File: config.mk
export PLATFORM = sky130hd
export DESIGN_NAME = ips_patch_stream_decoder
export DESIGN_NICKNAME = d
export VERILOG_FILES = /design/src/hdl/ipsd_pkg.sv /design/src/hdl/ips_patch_stream_decoder.sv
export VERILOG_INCLUDE_DIRS = /design/src /design/src/hdl
export SDC_FILE = /design/constraint.sdc
export NUM_CORES = 1
export LEC_CHECK = 0
export ABC_AREA = 1
export BUFFER_PORTS_ARGS = -buffer_cell sky130_fd_sc_hd__buf_2
export CAP_MARGIN = 15
export CORE_AREA = 2 2 202 204
export CTS_CLUSTER_DIAMETER = 50
export CTS_CLUSTER_SIZE = 25
export DETAILED_ROUTE_END_ITERATION = 10
export DIE_AREA = 0 0 204 206
export GPL_TIMING_DRIVEN = 1
export PLACE_DENSITY = 0.52
export RECOVER_POWER = 25
export SETUP_SLACK_MARGIN = 0.05
export SKIP_LAST_GASP = 1
export SLEW_MARGIN = 10
export SYNTH_ARGS = -nofsm -noshare
export SYNTH_HDL_FRONTEND = slang
export SYNTH_SLANG_ARGS = --single-unit
File: constraint.sdc
create_clock -name clk -period 5.43 [get_ports clk]
set_input_delay 0.543 -clock clk [delete_from_list [all_inputs] [get_ports clk]]
set_output_delay 0.543 -clock clk [all_outputs]
set_load 0.01 [all_outputs]
File: src/hdl/ips_patch_stream_decoder_macros.svh
// Assertion macros shared by the patch stream decoder RTL.
// Depends on nothing; included by files that carry concurrent assertions.
`ifndef IPS_PATCH_STREAM_DECODER_MACROS_SVH
`define IPS_PATCH_STREAM_DECODER_MACROS_SVH

// Same-cycle implication, disabled while reset is asserted.
`define IPSD_ASSERT_NOW(label, clk, rst_n, ante, cons) \
    label: assert property (@(posedge clk) disable iff (!rst_n) (ante) |-> (cons)) \
        else $error("ipsd assertion failed");

// Next-cycle implication, disabled while reset is asserted.
`define IPSD_ASSERT_NEXT(label, clk, rst_n, ante, cons) \
    label: assert property (@(posedge clk) disable iff (!rst_n) (ante) |=> (cons)) \
        else $error("ipsd assertion failed");

`endif

File: src/hdl/ipsd_pkg.sv
// Types and constants for the patch stream decoder.
// Used by ips_patch_stream_decoder; depends on nothing.
`default_nettype none

package ipsd_pkg;

    typedef enum logic [2:0] {
        PH_HEADER = 3'd0,
        PH_OFFSET = 3'd1,
        PH_SIZE   = 3'd2,
        PH_DATA   = 3'd3,
        PH_RUNLEN = 3'd4,
        PH_RUNVAL = 3'd5,
        PH_DONE   = 3'd6
    } phase_t;

    typedef enum logic [1:0] {
        KIND_LITERAL    = 2'd0,
        KIND_FILL       = 2'd1,
        KIND_END        = 2'd2,
        KIND_BAD_HEADER = 2'd3
    } kind_t;

    localparam logic [2:0]  HEADER_LEN  = 3'd5;
    localparam logic [2:0]  OFFSET_LEN  = 3'd3;
    localparam logic [2:0]  SIZE_LEN    = 3'd2;
    localparam logic [23:0] END_MARK    = 24'h454F46;

    // Expected header text "PATCH", one character per position.
    function automatic logic [7:0] magic_byte(input logic [2:0] idx);
        logic [7:0] val;
        unique case (idx)
            3'd0:    val = 8'h50;
            3'd1:    val = 8'h41;
            3'd2:    val = 8'h54;
            3'd3:    val = 8'h43;
            3'd4:    val = 8'h48;
            default: val = 8'h00;
        endcase
        return val;
    endfunction

endpackage

`default_nettype wire

File: src/hdl/ips_patch_stream_decoder.sv
// Patch stream decoder: one patch byte per cycle in, write/fill/end commands out.
// A result is registered and appears on m_axis in the cycle after the byte that causes it.
// Throughput: one byte per cycle; s_axis_tready drops only while a result is held
// in the output register and m_axis_tready is low.
// Reset (rst_n low, asynchronous) returns the parser to header checking and clears
// the tallies; after an end marker or a bad header, bytes are taken and dropped.
`default_nettype none

`include "ips_patch_stream_decoder_macros.svh"

module ips_patch_stream_decoder #(
    parameter int TALLY_WIDTH = 32
) (
    input  wire logic         clk,
    input  wire logic         rst_n,
    input  wire logic         s_axis_tvalid,
    output logic              s_axis_tready,
    input  wire logic [7:0]   s_axis_tdata,   // [7:0] patch_byte
    output logic              m_axis_tvalid,
    input  wire logic         m_axis_tready,
    // [23:0] target_address, [31:24] fill_byte, [47:32] fill_length,
    // [79:48] records_total, [111:80] bytes_total
    output logic [111:0]      m_axis_tdata,
    output logic [1:0]        m_axis_tuser    // [1:0] kind
);

    localparam int EXT_W = (TALLY_WIDTH > 32) ? TALLY_WIDTH : 33;
    localparam logic [TALLY_WIDTH-1:0] TALLY_MAX = '1;

    ipsd_pkg::phase_t         phase_reg, phase_next;
    logic [2:0]               field_index_reg, field_index_next;
    logic                     header_ok_reg, header_ok_next;
    logic [23:0]              offset_shift_reg, offset_shift_next;
    logic [15:0]              length_shift_reg, length_shift_next;
    logic [23:0]              write_pointer_reg, write_pointer_next;
    logic [15:0]              bytes_left_reg, bytes_left_next;
    logic [TALLY_WIDTH-1:0]   record_tally_reg, record_tally_next;
    logic [TALLY_WIDTH-1:0]   byte_tally_reg, byte_tally_next;

    logic                     out_valid_reg, out_valid_next;
    logic [1:0]               out_kind_reg, out_kind_next;
    logic [111:0]             out_data_reg, out_data_next;

    logic                     accept;
    logic [7:0]               b;
    logic [23:0]              offset_in;
    logic [15:0]              length_in;
    logic                     emit;
    ipsd_pkg::kind_t          emit_kind;
    logic [23:0]              emit_addr;
    logic [7:0]               emit_fill;
    logic [15:0]              emit_len;
    logic [TALLY_WIDTH:0]     rec_inc, byte_inc, byte_add;
    logic [TALLY_WIDTH-1:0]   rec_sat, byte_sat1, byte_satn;
    logic [EXT_W-1:0]         rec_ext, byte_ext;
    logic [31:0]              rec_out, byte_out;

    assign s_axis_tready = !out_valid_reg || m_axis_tready;
    assign accept        = s_axis_tvalid && s_axis_tready;
    assign b             = s_axis_tdata;
    assign offset_in     = {offset_shift_reg[15:0], b};
    assign length_in     = {length_shift_reg[7:0], b};

    // Saturating tally updates: the carry out of the extended sum marks overflow.
    assign rec_inc   = {1'b0, record_tally_reg} + (TALLY_WIDTH+1)'(1);
    assign byte_inc  = {1'b0, byte_tally_reg} + (TALLY_WIDTH+1)'(1);
    assign byte_add  = {1'b0, byte_tally_reg} + (TALLY_WIDTH+1)'(length_shift_reg);
    assign rec_sat   = rec_inc[TALLY_WIDTH]  ? TALLY_MAX : rec_inc[TALLY_WIDTH-1:0];
    assign byte_sat1 = byte_inc[TALLY_WIDTH] ? TALLY_MAX : byte_inc[TALLY_WIDTH-1:0];
    assign byte_satn = byte_add[TALLY_WIDTH] ? TALLY_MAX : byte_add[TALLY_WIDTH-1:0];

    // Totals reported on the end marker are clipped to 32 bits.
    assign rec_ext  = EXT_W'(record_tally_reg);
    assign byte_ext = EXT_W'(byte_tally_reg);
    assign rec_out  = (|rec_ext[EXT_W-1:32])  ? 32'hFFFF_FFFF : rec_ext[31:0];
    assign byte_out = (|byte_ext[EXT_W-1:32]) ? 32'hFFFF_FFFF : byte_ext[31:0];

    always_comb
    begin
        phase_next         = phase_reg;
        field_index_next   = field_index_reg;
        header_ok_next     = header_ok_reg;
        offset_shift_next  = offset_shift_reg;
        length_shift_next  = length_shift_reg;
        write_pointer_next = write_pointer_reg;
        bytes_left_next    = bytes_left_reg;
        record_tally_next  = record_tally_reg;
        byte_tally_next    = byte_tally_reg;
        emit               = 1'b0;
        emit_kind          = ipsd_pkg::KIND_LITERAL;
        emit_addr          = '0;
        emit_fill          = '0;
        emit_len           = '0;

        if (accept)
        begin
            unique case (phase_reg)
                ipsd_pkg::PH_HEADER:
                begin
                    if (b != ipsd_pkg::magic_byte(field_index_reg))
                        header_ok_next = 1'b0;
                    field_index_next = field_index_reg + 3'd1;
                    if (field_index_reg == ipsd_pkg::HEADER_LEN - 3'd1)
                    begin
                        field_index_next = '0;
                        if (header_ok_reg && b == ipsd_pkg::magic_byte(field_index_reg))
                            phase_next = ipsd_pkg::PH_OFFSET;
                        else
                        begin
                            phase_next = ipsd_pkg::PH_DONE;
                            emit       = 1'b1;
                            emit_kind  = ipsd_pkg::KIND_BAD_HEADER;
                        end
                    end
                end
                ipsd_pkg::PH_OFFSET:
                begin
                    offset_shift_next = offset_in;
                    field_index_next  = field_index_reg + 3'd1;
                    if (field_index_reg == ipsd_pkg::OFFSET_LEN - 3'd1)
                    begin
                        field_index_next = '0;
                        if (offset_in == ipsd_pkg::END_MARK)
                        begin
                            phase_next = ipsd_pkg::PH_DONE;
                            emit       = 1'b1;
                            emit_kind  = ipsd_pkg::KIND_END;
                        end
                        else
                        begin
                            write_pointer_next = offset_in;
                            phase_next         = ipsd_pkg::PH_SIZE;
                        end
                    end
                end
                ipsd_pkg::PH_SIZE:
                begin
                    length_shift_next = length_in;
                    field_index_next  = field_index_reg + 3'd1;
                    if (field_index_reg == ipsd_pkg::SIZE_LEN - 3'd1)
                    begin
                        field_index_next = '0;
                        if (length_in != '0)
                        begin
                            bytes_left_next = length_in;
                            phase_next      = ipsd_pkg::PH_DATA;
                        end
                        else
                            phase_next = ipsd_pkg::PH_RUNLEN;
                    end
                end
                ipsd_pkg::PH_DATA:
                begin
                    write_pointer_next = write_pointer_reg + 24'd1;
                    byte_tally_next    = byte_sat1;
                    bytes_left_next    = bytes_left_reg - 16'd1;
                    if (bytes_left_reg == 16'd1)
                    begin
                        record_tally_next = rec_sat;
                        phase_next        = ipsd_pkg::PH_OFFSET;
                    end
                    emit      = 1'b1;
                    emit_kind = ipsd_pkg::KIND_LITERAL;
                    emit_addr = write_pointer_reg;
                    emit_fill = b;
                    emit_len  = 16'd1;
                end
                ipsd_pkg::PH_RUNLEN:
                begin
                    length_shift_next = length_in;
                    field_index_next  = field_index_reg + 3'd1;
                    if (field_index_reg == ipsd_pkg::SIZE_LEN - 3'd1)
                    begin
                        field_index_next = '0;
                        phase_next       = ipsd_pkg::PH_RUNVAL;
                    end
                end
                ipsd_pkg::PH_RUNVAL:
                begin
                    byte_tally_next   = byte_satn;
                    record_tally_next = rec_sat;
                    phase_next        = ipsd_pkg::PH_OFFSET;
                    // A zero-length run still counts as a record but emits nothing.
                    if (length_shift_reg != '0)
                    begin
                        emit      = 1'b1;
                        emit_kind = ipsd_pkg::KIND_FILL;
                        emit_addr = write_pointer_reg;
                        emit_fill = b;
                        emit_len  = length_shift_reg;
                    end
                end
                default:
                begin
                    phase_next = ipsd_pkg::PH_DONE;
                end
            endcase
        end
    end

    always_comb
    begin
        out_valid_next = out_valid_reg;
        out_kind_next  = out_kind_reg;
        out_data_next  = out_data_reg;
        if (accept && emit)
        begin
            out_valid_next = 1'b1;
            out_kind_next  = emit_kind;
            if (emit_kind == ipsd_pkg::KIND_END)
                out_data_next = {byte_out, rec_out, 48'd0};
            else
                out_data_next = {64'd0, emit_len, emit_fill, emit_addr};
        end
        else if (m_axis_tready)
            out_valid_next = 1'b0;
    end

    always_ff @(posedge clk or negedge rst_n)
    begin
        if (!rst_n)
        begin
            phase_reg         <= ipsd_pkg::PH_HEADER;
            field_index_reg   <= '0;
            header_ok_reg     <= 1'b1;
            offset_shift_reg  <= '0;
            length_shift_reg  <= '0;
            write_pointer_reg <= '0;
            bytes_left_reg    <= '0;
            record_tally_reg  <= '0;
            byte_tally_reg    <= '0;
            out_valid_reg     <= 1'b0;
        end
        else
        begin
            phase_reg         <= phase_next;
            field_index_reg   <= field_index_next;
            header_ok_reg     <= header_ok_next;
            offset_shift_reg  <= offset_shift_next;
            length_shift_reg  <= length_shift_next;
            write_pointer_reg <= write_pointer_next;
            bytes_left_reg    <= bytes_left_next;
            record_tally_reg  <= record_tally_next;
            byte_tally_reg    <= byte_tally_next;
            out_valid_reg     <= out_valid_next;
        end
    end

    always_ff @(posedge clk)
    begin
        out_kind_reg <= out_kind_next;
        out_data_reg <= out_data_next;
    end

    assign m_axis_tvalid = out_valid_reg;
    assign m_axis_tuser  = out_kind_reg;
    assign m_axis_tdata  = out_data_reg;

    // Once finished or failed, the parser never leaves the done phase.
    `IPSD_ASSERT_NEXT(a_done_sticky, clk, rst_n,
        phase_reg == ipsd_pkg::PH_DONE, phase_reg == ipsd_pkg::PH_DONE)
    // Every accepted literal byte yields a literal write transaction.
    `IPSD_ASSERT_NEXT(a_literal_emits, clk, rst_n,
        accept && phase_reg == ipsd_pkg::PH_DATA,
        m_axis_tvalid && m_axis_tuser == ipsd_pkg::KIND_LITERAL)
    // The data phase always has at least one byte still to come.
    `IPSD_ASSERT_NOW(a_data_nonempty, clk, rst_n,
        phase_reg == ipsd_pkg::PH_DATA, bytes_left_reg != 16'd0)
    // The field counter never runs past the longest field, the header.
    `IPSD_ASSERT_NOW(a_index_bound, clk, rst_n,
        1'b1, field_index_reg < ipsd_pkg::HEADER_LEN)

endmodule

`default_nettype wire
==> flow_summary.ini <==
[status]
status = finished, violations left
failed_checks = max-capacitance violations, max-slew violations

[finish]
fin_cells = 2708
n_antenna_cell = 0
n_fill_cell = 4221
finalNetCount = 2190
final_common_cell = nand2_1
final_cell_mix = 622 x nand2_1, 247 x nor2_1, 224 x inv_1
largest_reg_flops = 112
drive_above_1_share_pct = 9.79
synthToLayoutAreaGrowth_pct = 14.0

[power_and_ir_drop]
p_leak_uw = 0.00770
peakVddDrop_mv = 0.266
powerDensity_nw_per_um2 = 494

[grt]
overflow = 0
grt_pass1_wl_um = 73300
grt_use_total_pct = 22.3
grtUsageMet2_pct = 35.3
antenna_found_initial = 0
use_met3_pct = 3.47
grt_pass1_vias = 13126
grt_max_degree = 61
use_met1_pct = 31.4
grt.busiest_layer = met2

[place]
hpwl_um = 33800
io_buffers = 127
gp_congestion = 0.918
placed_cells = 2645

[cts]
numCtsBuffers = 35
cts.path.max_buffers = 3
clock_latency_ns = 0.55
htreeDepth = 2
clock_tree.root_cell = clkbuf_16
cts_sinks = 258
post_cts_buffers = 0
clk_pin_slew_ns = 0.06
cts_tree = built

[synth]
synth_edf_count = 114
ys_types = 46
synthesis.nets = 2070
synth_area_um2 = 15300
synth_async_sr_flop_share_pct = 55.8
synth_cells = 2031
ys_seq_area_share_pct = 45.8
ys.flop_type = dfrtp_1
ys_ff_latch = 258
yosysWarningCount = 0
postSynthAreaPerCell_um2 = 7.55

[floorplan]
rows = 74
coreArea_um2 = 40200
start_util_pct = 38.2
fp.dieH_um = 206
chipWidth_um = 204
io_pins = 128
die_area_um2 = 42000

[sta]
setup-tns-final_ns = 0
timing.final.crit_share_pct = 68.1
fin_hold_ws_ns = 0.327
max_clock_freq_mhz = 270
setup_violations = 0
maxSlewViolCount = 48
fin_skew_ns = 0.0236
slew_headroom_pct = -85.7
rsz0062_at_grt = false
period_needed_ns = 3.70
worst_slew_pin_slew_ns = 2.79
hold_viol_final = 0

[routing]
antenna_left = 0
wl_per_cell_um = 17.1
vias = 13698
finalWirelength_um = 46400
drt_first_pass_iters = 6
drc_errors = 0
via_per_inst = 5.06
first_iter_violations = 1099

[worst_setup_path]
cp.arrival_ns = 4.18
worstSetupPathType = in2async
start_kind = primary input
worstPathRequired_ns = 5.91
critPathMaxFanout = 47
end_kind = async pin

[job]
cap_violations = 1

[hold_path]
hold_path_class = in2reg
worst max-delay path: stages:
cell and delay [ns]:
dlygate4sd3_1 0.52, clkbuf_1 1.96, clkbuf_2 1.11
per-stage QoR:
step	setup WS, ns	total power [uW]	util, %	instance area [um^2]
after floorplan	1.49	5290	-	15300
after global placement	2.10	6300	40.8	16400
after detailed placement	2.01	6320	40.8	16400
after CTS	2.02	8730	43.8	17600
after global routing	1.12	9280	43.5	17500
final	1.73	8640	43.5	17500
cells by family after synthesis:
family                   count (synthesis)  share of synthesized area (%)
AO/OA/AOI/OAI                          210                           7.24
buffers and inverters                  290                           7.97
flip-flops                             258                           45.8
AND/OR/NAND/NOR                       1183                           33.1
XOR/XNOR                                61                           3.48
multiplexers                             2                          0.147
adder cells (fa/ha/maj)                 27                           2.25
cell type report:
type | instances | area (um^2) | share of cell area (%)
clock buffer | 38 | 908 | 5.20
clock inverter | 24 | 269 | 1.54
inverter | 233 | 880 | 5.03
multi-input combinational | 1483 | 7090 | 40.6
sequential | 258 | 7030 | 40.2
tap | 532 | 666 | 3.81
timing repair buffer | 140 | 639 | 3.66
where the power goes:
part	total, uW	switching [uW]	internal (uW)
Combinational	3060	2090	962
Clock	2360	970	1390
Sequential	3220	594	2630
Total	8640	3660	4980
layer usage:
layer | part of all wire, % | wire length (um)
met5 | 0 | 0
met4 | 2.3 | 1070
met3 | 5.6 | 2590
met2 | 45 | 20700
met1 | 48 | 22000
cells in the mapped netlist, types with 7 or more instances:
master    instances  share of area, %
dfrtp_1         143                23
nor2_1          247               6.0
nand4_1          34               1.4
buf_2            21              0.69
inv_2             7              0.17
nor2_4           11              0.81
nor2_2           54               2.2
nor3_1           37               1.2
clkbuf_1         21              0.51
o21ai_0         141               4.6
xnor2_1          14              0.80
nand2_1         624                15
ha_1             26               2.1
o22ai_1          10              0.41
a21oi_1          34               1.1
edfxtp_1        114                22
inv_1           225               5.5
o21ai_1           9              0.29
nand3_1         152               5.0
xor2_1           47               2.7
worst paths after layout:
path                                  from             endpoint  slack [ns]  cells after the start
max                                  rst_n  length_shift_reg[0]        1.73                      3
max in group clk              phase_reg[1]          rec_out[10]        2.03                     11
max reg2reg                   phase_reg[1]          rec_out[10]        2.03                     11
min reg2reg                  header_ok_reg        header_ok_reg        0.49                      1
min in group asynchronous            rst_n         byte_out[27]        1.45                      2
min                        s_axis_tdata[6]        header_ok_reg        0.33                      4
what timing repair did:
| action | 4_1_cts | 5_1_grt |
|---|---|---|
| resized for setup | 0 | 0 |
| endpoints found under the hold margin | 45 | 0 |
| hold buffers | 1 | 0 |
(Power assumes the default switching activity.)
